--- config.mk ---
export PLATFORM = sky130hd
export DESIGN_NAME = rgb_to_yuv420_converter
export DESIGN_NICKNAME = d
export VERILOG_FILES = /design/src/rgbyuv_pkg.sv /design/src/rgb_to_yuv420_converter.sv
export SDC_FILE = /design/constraint.sdc
export NUM_CORES = 1
export LEC_CHECK = 0
export BUFFER_PORTS_ARGS = -buffer_cell sky130_fd_sc_hd__clkbuf_2
export CAP_MARGIN = 20
export CORE_ASPECT_RATIO = 0.75
export CORE_MARGIN = 1
export CORE_UTILIZATION = 50
export CTS_CLUSTER_SIZE = 40
export DETAILED_ROUTE_END_ITERATION = 16
export PLACE_DENSITY = 0.77
export RECOVER_POWER = 50
export REMOVE_ABC_BUFFERS = 1
export SETUP_SLACK_MARGIN = 0.3
export SYNTH_ARGS = -nofsm -noshare
export SYNTH_HDL_FRONTEND = slang
export SYNTH_SLANG_ARGS = --single-unit
export TNS_END_PERCENT = 50
--- constraint.sdc ---
create_clock -name clock -period 10.2 [get_ports clock]
set_input_delay 1.53 -clock clock [delete_from_list [all_inputs] [get_ports clock]]
set_output_delay 1.53 -clock clock [all_outputs]
set_load 0.005 [all_outputs]
--- src/rgbyuv_pkg.sv ---
// Shared constants and types for the RGB to YUV 4:2:0 converter.
package rgbyuv_pkg;

   localparam int CSR_DATA_W  = 13;
   localparam int CSR_INDEX_W = 1;
   localparam int PIXEL_W     = 8;
   localparam int SUM_W       = 18;
   localparam int QUOT_W      = 11;

   typedef enum logic [CSR_INDEX_W-1:0] {
      CSR_FRAME_WIDTH  = 1'b0,
      CSR_FRAME_HEIGHT = 1'b1
   } csr_index_type;

   localparam logic [CSR_DATA_W-1:0] FRAME_WIDTH_RESET  = 13'd640;
   localparam logic [CSR_DATA_W-1:0] FRAME_HEIGHT_RESET = 13'd480;

   typedef logic [PIXEL_W-1:0]        pixel_type;
   typedef logic signed [SUM_W-1:0]   sum_type;
   typedef logic signed [QUOT_W-1:0]  quot_type;

   // BT.601 studio-range weights
   localparam int Y_R  = 66;
   localparam int Y_G  = 129;
   localparam int Y_B  = 25;
   localparam int CB_R = -38;
   localparam int CB_G = -74;
   localparam int CB_B = 112;
   localparam int CR_R = 112;
   localparam int CR_G = -94;
   localparam int CR_B = -18;

   localparam int ROUND_BIAS = 128;
   localparam int FRAC_BITS  = 8;
   localparam int Y_OFFSET   = 16;
   localparam int C_OFFSET   = 128;
   localparam int PIXEL_MAX  = 255;

   typedef struct packed {
      pixel_type red;
      pixel_type green;
      pixel_type blue;
      logic      cb_valid;
      logic      cr_valid;
      logic      frame_end;
   } stage_type;

   typedef struct packed {
      pixel_type luma;
      logic      cb_valid;
      pixel_type cb_value;
      logic      cr_valid;
      pixel_type cr_value;
      logic      frame_end;
   } result_type;

endpackage

--- src/rgb_to_yuv420_converter.sv ---
// RGB to YUV 4:2:0 converter: raster position tracking and BT.601 color conversion.
//
// One RGB pixel per item in raster order; one result per item, one item per clock
// while no result stall holds req_ready low. Each pixel passes an input register
// and then a result register before its result is presented. While a result waits,
// one more item is taken into the input register; after that req_ready follows
// rsp_ready. Luma comes with every pixel; Cb is flagged on even rows at even columns
// and Cr on even rows at odd columns, both values always computed.
// frame_width and frame_height are clamped to 2..MAX_DIM; frame_end marks the last
// pixel of the frame. Changing a dimension mid-frame does not reset the position.
module rgb_to_yuv420_converter #(
   parameter int MAX_DIM = 4096
) (
   input  logic                                 clock,
   input  logic                                 reset,
   input  logic                                 req_valid,
   output logic                                 req_ready,
   input  logic [rgbyuv_pkg::PIXEL_W-1:0]       req_red,
   input  logic [rgbyuv_pkg::PIXEL_W-1:0]       req_green,
   input  logic [rgbyuv_pkg::PIXEL_W-1:0]       req_blue,
   output logic                                 rsp_valid,
   input  logic                                 rsp_ready,
   output logic [rgbyuv_pkg::PIXEL_W-1:0]       rsp_luma,
   output logic                                 rsp_cb_valid,
   output logic [rgbyuv_pkg::PIXEL_W-1:0]       rsp_cb_value,
   output logic                                 rsp_cr_valid,
   output logic [rgbyuv_pkg::PIXEL_W-1:0]       rsp_cr_value,
   output logic                                 rsp_frame_end,
   input  logic                                 csr_write_enable,
   input  logic [rgbyuv_pkg::CSR_INDEX_W-1:0]   csr_index,
   input  logic [rgbyuv_pkg::CSR_DATA_W-1:0]    csr_write_data
);

   localparam int CNT_W = (MAX_DIM > 2) ? $clog2(MAX_DIM) : 1;
   localparam int LIM_W = ((CNT_W > rgbyuv_pkg::CSR_DATA_W) ? CNT_W
                                                            : rgbyuv_pkg::CSR_DATA_W) + 2;
   localparam logic [LIM_W-1:0] DIM_MIN = LIM_W'(2);
   localparam logic [LIM_W-1:0] DIM_MAX = LIM_W'(MAX_DIM);

   logic [rgbyuv_pkg::CSR_DATA_W-1:0] frame_width_ff, frame_height_ff;
   logic [CNT_W-1:0]                  column_ff, column_in;
   logic [CNT_W-1:0]                  row_ff, row_in;
   logic                              stage_valid_ff, stage_valid_in;
   rgbyuv_pkg::stage_type             stage_ff, stage_in;
   logic                              result_valid_ff, result_valid_in;
   rgbyuv_pkg::result_type            result_ff, result_in;

   logic             req_accept, stage_advance, result_free;
   logic [LIM_W-1:0] last_col, last_row;
   logic             line_end, frame_last_row;

   function automatic logic [LIM_W-1:0] last_index(
      input logic [rgbyuv_pkg::CSR_DATA_W-1:0] dim
   );
      logic [LIM_W-1:0] d;
      d = LIM_W'(dim);
      if (d < DIM_MIN) begin
         d = DIM_MIN;
      end else if (d > DIM_MAX) begin
         d = DIM_MAX;
      end
      return d - LIM_W'(1);
   endfunction

   function automatic rgbyuv_pkg::sum_type weigh(
      input int                    coef,
      input rgbyuv_pkg::pixel_type px
   );
      rgbyuv_pkg::sum_type p;
      rgbyuv_pkg::sum_type c;
      p = rgbyuv_pkg::sum_type'({{(rgbyuv_pkg::SUM_W-rgbyuv_pkg::PIXEL_W){1'b0}}, px});
      c = rgbyuv_pkg::sum_type'(coef);
      return c * p;
   endfunction

   // floor((s + bias) / 256) + offset, saturated to 0..255
   function automatic rgbyuv_pkg::pixel_type finish(
      input rgbyuv_pkg::sum_type s,
      input int                  offset
   );
      rgbyuv_pkg::sum_type  t;
      rgbyuv_pkg::quot_type q;
      t = s + rgbyuv_pkg::sum_type'(rgbyuv_pkg::ROUND_BIAS);
      q = rgbyuv_pkg::quot_type'(t >>> rgbyuv_pkg::FRAC_BITS)
          + rgbyuv_pkg::quot_type'(offset);
      if (q < 0) begin
         return '0;
      end else if (q > rgbyuv_pkg::quot_type'(rgbyuv_pkg::PIXEL_MAX)) begin
         return rgbyuv_pkg::pixel_type'(rgbyuv_pkg::PIXEL_MAX);
      end
      return q[rgbyuv_pkg::PIXEL_W-1:0];
   endfunction

   assign result_free   = !result_valid_ff || rsp_ready;
   assign stage_advance = stage_valid_ff && result_free;
   assign req_ready     = !stage_valid_ff || result_free;
   assign req_accept    = req_valid && req_ready;

   assign last_col       = last_index(frame_width_ff);
   assign last_row       = last_index(frame_height_ff);
   assign line_end       = LIM_W'(column_ff) >= last_col;
   assign frame_last_row = LIM_W'(row_ff) >= last_row;

   always_comb begin
      column_in = column_ff;
      row_in    = row_ff;
      if (req_accept) begin
         if (line_end) begin
            column_in = '0;
            row_in    = frame_last_row ? '0 : row_ff + CNT_W'(1);
         end else begin
            column_in = column_ff + CNT_W'(1);
         end
      end
   end

   always_comb begin
      stage_valid_in     = req_accept || (stage_valid_ff && !result_free);
      stage_in           = stage_ff;
      if (req_accept) begin
         stage_in.red       = req_red;
         stage_in.green     = req_green;
         stage_in.blue      = req_blue;
         stage_in.cb_valid  = !row_ff[0] && !column_ff[0];
         stage_in.cr_valid  = !row_ff[0] && column_ff[0];
         stage_in.frame_end = line_end && frame_last_row;
      end
   end

   always_comb begin
      rgbyuv_pkg::sum_type y_sum, cb_sum, cr_sum;
      y_sum  = weigh(rgbyuv_pkg::Y_R, stage_ff.red) + weigh(rgbyuv_pkg::Y_G, stage_ff.green)
               + weigh(rgbyuv_pkg::Y_B, stage_ff.blue);
      cb_sum = weigh(rgbyuv_pkg::CB_R, stage_ff.red) + weigh(rgbyuv_pkg::CB_G, stage_ff.green)
               + weigh(rgbyuv_pkg::CB_B, stage_ff.blue);
      cr_sum = weigh(rgbyuv_pkg::CR_R, stage_ff.red) + weigh(rgbyuv_pkg::CR_G, stage_ff.green)
               + weigh(rgbyuv_pkg::CR_B, stage_ff.blue);
      result_valid_in = stage_advance || (result_valid_ff && !rsp_ready);
      result_in       = result_ff;
      if (stage_advance) begin
         result_in.luma      = finish(y_sum, rgbyuv_pkg::Y_OFFSET);
         result_in.cb_valid  = stage_ff.cb_valid;
         result_in.cb_value  = finish(cb_sum, rgbyuv_pkg::C_OFFSET);
         result_in.cr_valid  = stage_ff.cr_valid;
         result_in.cr_value  = finish(cr_sum, rgbyuv_pkg::C_OFFSET);
         result_in.frame_end = stage_ff.frame_end;
      end
   end

   always_ff @(posedge clock) begin
      if (reset) begin
         frame_width_ff  <= rgbyuv_pkg::FRAME_WIDTH_RESET;
         frame_height_ff <= rgbyuv_pkg::FRAME_HEIGHT_RESET;
      end else if (csr_write_enable) begin
         unique case (rgbyuv_pkg::csr_index_type'(csr_index))
            rgbyuv_pkg::CSR_FRAME_WIDTH: begin
               frame_width_ff <= csr_write_data;
            end
            rgbyuv_pkg::CSR_FRAME_HEIGHT: begin
               frame_height_ff <= csr_write_data;
            end
            default: begin
            end
         endcase
      end
   end

   always_ff @(posedge clock) begin
      if (reset) begin
         column_ff       <= '0;
         row_ff          <= '0;
         stage_valid_ff  <= 1'b0;
         result_valid_ff <= 1'b0;
      end else begin
         column_ff       <= column_in;
         row_ff          <= row_in;
         stage_valid_ff  <= stage_valid_in;
         result_valid_ff <= result_valid_in;
      end
   end

   always_ff @(posedge clock) begin
      stage_ff  <= stage_in;
      result_ff <= result_in;
   end

   assign rsp_valid     = result_valid_ff;
   assign rsp_luma      = result_ff.luma;
   assign rsp_cb_valid  = result_ff.cb_valid;
   assign rsp_cb_value  = result_ff.cb_value;
   assign rsp_cr_valid  = result_ff.cr_valid;
   assign rsp_cr_value  = result_ff.cr_value;
   assign rsp_frame_end = result_ff.frame_end;

endmodule

==> impl_metrics.toml <==
[placement]
dpl.hpwl_um = 27200
port_buffers = 71
place.gp.congestion = 0.867

[detailed_routing]
drtIter0Drc = 707
ant_nets = 0
first_pass_iters = 5
drc = 0
wl_um = 32400
wl_per_cell_um = 16.5
vias = 10800
vias_per_cell = 5.48

[clock_tree]
clk_latency_ns = 0.37
cts_tree = "yes"
cts_setup_buffers = 0
cts_buffers = 9
clk_path_buf_depth = 2
cts_root_buf = "clkbuf_16"
cts.sinks = 106
clk_pin_slew_ns = 0.08
cts-htree-levels = 3
ctsResizeCount = 0
postCtsHoldBufs = 0

[logic_synthesis]
synth_ff_type = "edfxtp_1"
async_flop_share = 0
yosysWarnings = 0
synth_edf_count = 54
syn_inst = 1506
ys_seq_elements = 106
syn_avg_cell_area_um2 = 9.45
synth_cell_types = 78
seq_area_frac_synth = 0.187
netlist_area_mm2 = 0.0142

[cells_and_area]
n_antenna_cell = 0
fillCellCount = 2509
multiInputGateArea_mm2 = 0.0106
register_area_mm2 = 0.00266
final_layout_size_suffix_gt1_frac = 0.0614
nNetsFinal = 2053
syn_to_final_growth_pct = 7.71

[global_routing]
grt_pass1_vias = 10700
grt_pass1_wl_um = 53500
grt_max_degree = 35
grt.overflow.total = 0
grt.total_usage = 0.232
antenna_found_initial = 0

[timing]
final-setup-viol-count = 0
slew_viol_final = 35
skew_ns = 0.0170
fmax_ghz = 0.125
slew_headroom = -0.196
post-route-period-util = 0.786
fin_tns_setup_ns = 0
fin_crit_ns = 8.02
worst_pin_slew_ns = 1.79
hold_violations = 0
rsz0062_at_grt = "no"

[floorplanning]
rows = 53
start_util = 0.509
core_area_mm2 = 0.0280
io_pins = 72
die_h_um = 148
fp.dieW_um = 197
die_area_mm2 = 0.0292

[critical_path]
cp-startpoint = "stage_ff[12]$_DFFE_PP_"
cp_slowest_cell = "edfxtp_1"
rr_worst_depth = 31
crit_fanout = 9
worstPathRequired_ns = 10.40
worstSetupPathType = "reg -> reg"
cp_common_cell = "ha_1"
timing.rr.start = "stage_ff[12]$_DFFE_PP_"
endpoint_kind = "flop"
arrival_ns = 8.22
start_kind = "flop"
max_stage_delay_ns = 0.69

[hold_path]
hp-start = "stage_ff[0]$_DFFE_PP_"
hold_depth = 0
hp-class = "reg -> reg"

[status]
failed_checks = "capacitance limit, slew limit"
status = "finished, violations left"

[run]
drv_cap = 1
## final timing paths
| check | to | slack [ns] |
|---|---|---|
| min reg2reg | rsp_frame_end$_DFFE_PP_ | 0.43 |
| min | rsp_frame_end$_DFFE_PP_ | 0.43 |
| max | rsp_cb_value[7]$_DFFE_PP_ | 2.18 |
| max reg2reg | rsp_cb_value[7]$_DFFE_PP_ | 2.18 |
## critical path: cells and delay by family (launching register included)
kind | cells | cell delay [ns]
adder cells (fa/ha/maj) | 9 | 3.03
AND/OR/NAND/NOR | 7 | 1.67
AO/OA/AOI/OAI | 8 | 1.62
flip-flops | 1 | 0.69
XOR/XNOR | 2 | 0.46
buffers and inverters | 5 | 0.38
## flip-flops by register name, indices dropped and copies added, names as in the netlist, 8 cells and up
| register | cells |
|---|---|
| column_ff | 12 |
| frame_height_ff | 13 |
| frame_width_ff | 13 |
| row_ff | 12 |
| rsp_cb_value | 8 |
| rsp_cr_value | 8 |
| rsp_luma | 8 |
| stage_ff | 27 |
## cells by family after synthesis
kind of cell / Yosys count / synth area share
buffers and inverters: 262 / 0.0693
adders and majority gates: 434 / 0.438
DFF: 106 / 0.187
AOI/OAI and AO/OA: 277 / 0.128
xor gates and xnor gates: 102 / 0.0628
and+or+nand+nor: 322 / 0.112
muxes: 3 / 0.00229
## stage by stage
stage                     cells  setup slack, ns   util  instance area [µm²]  hold WS (ns)
after floorplan            1492             2.87      -                14200         0.400
after global routing       1966             1.68  0.548                15300         0.447
after detailed placement   1950             2.18  0.537                15000         0.412
after CTS                  1966             2.17  0.549                15400         0.432
after global placement     1950             2.41  0.537                15000         0.408
final                      1966             2.18  0.548                15300         0.431
## layout make-up
class                      count  area share
multi-input combinational   1138       0.691
sequential                   106       0.174
clock buffer                  10      0.0163
inverter                     248      0.0607
timing repair buffer          73      0.0225
tap                          385      0.0314
clock inverter                 6     0.00441
## cells in the mapped netlist, drive strengths merged, types with 4 or more instances
cell type  number  share of area
nand4           9         0.0040
o32ai           4         0.0025
nand3          30          0.011
inv           246          0.065
nand2b         15         0.0066
o22ai           4         0.0022
a31oi          12         0.0053
o31ai           8         0.0046
o211ai          6         0.0039
o21ai          42          0.015
nand2          96          0.025
nor3           15         0.0061
or3            10         0.0055
a211o           5         0.0032
o21a           18         0.0095
edfxtp         54           0.11
or4             7         0.0040
o211a           5         0.0035
nor2b          19         0.0083
a21o           19          0.010
dfxtp          52          0.073
and2            5         0.0022
a21oi         103          0.036
o21bai         17         0.0090
a211oi          6         0.0035
ha            326           0.29
nor2           76          0.020
xnor2          67          0.041
nor4            7         0.0031
xor2           35          0.022
clkbuf         12         0.0032
and3           18         0.0080
fa            108           0.15
## routing by layer
layer,vias up,part of all wire,global-route usage
met1,5150,0.49,0.338
met5,-,0,0
li1,5323,-,-
met4,0,0.016,0.0554
met2,260,0.43,0.354
met3,36,0.064,0.0460
## cell usage in the layout, fill, tap and decap left out, types with 7 or more instances in the layout
cell         n
clkbuf_2    54
nor2_1      76
nor2b_1     18
nand2_1     96
xnor2_1     67
a21oi_1    103
a31oi_1     12
nand2b_1    15
xor2_1      35
clkbuf_1    18
nor3_1      14
nor4_1       7
clkbuf_16   10
fa_1       108
nand4_1      9
and3_1      17
o31ai_1      7
o21bai_1    17
a21o_1      19
edfxtp_1    54
nand3_1     30
o21a_1      18
ha_1       326
dfxtp_1     52
inv_1      246
o21ai_0     40
Power is left out: the tool's default activity adds up to more than one toggle a clock period on the data nets, which glitch-free logic cannot reach.
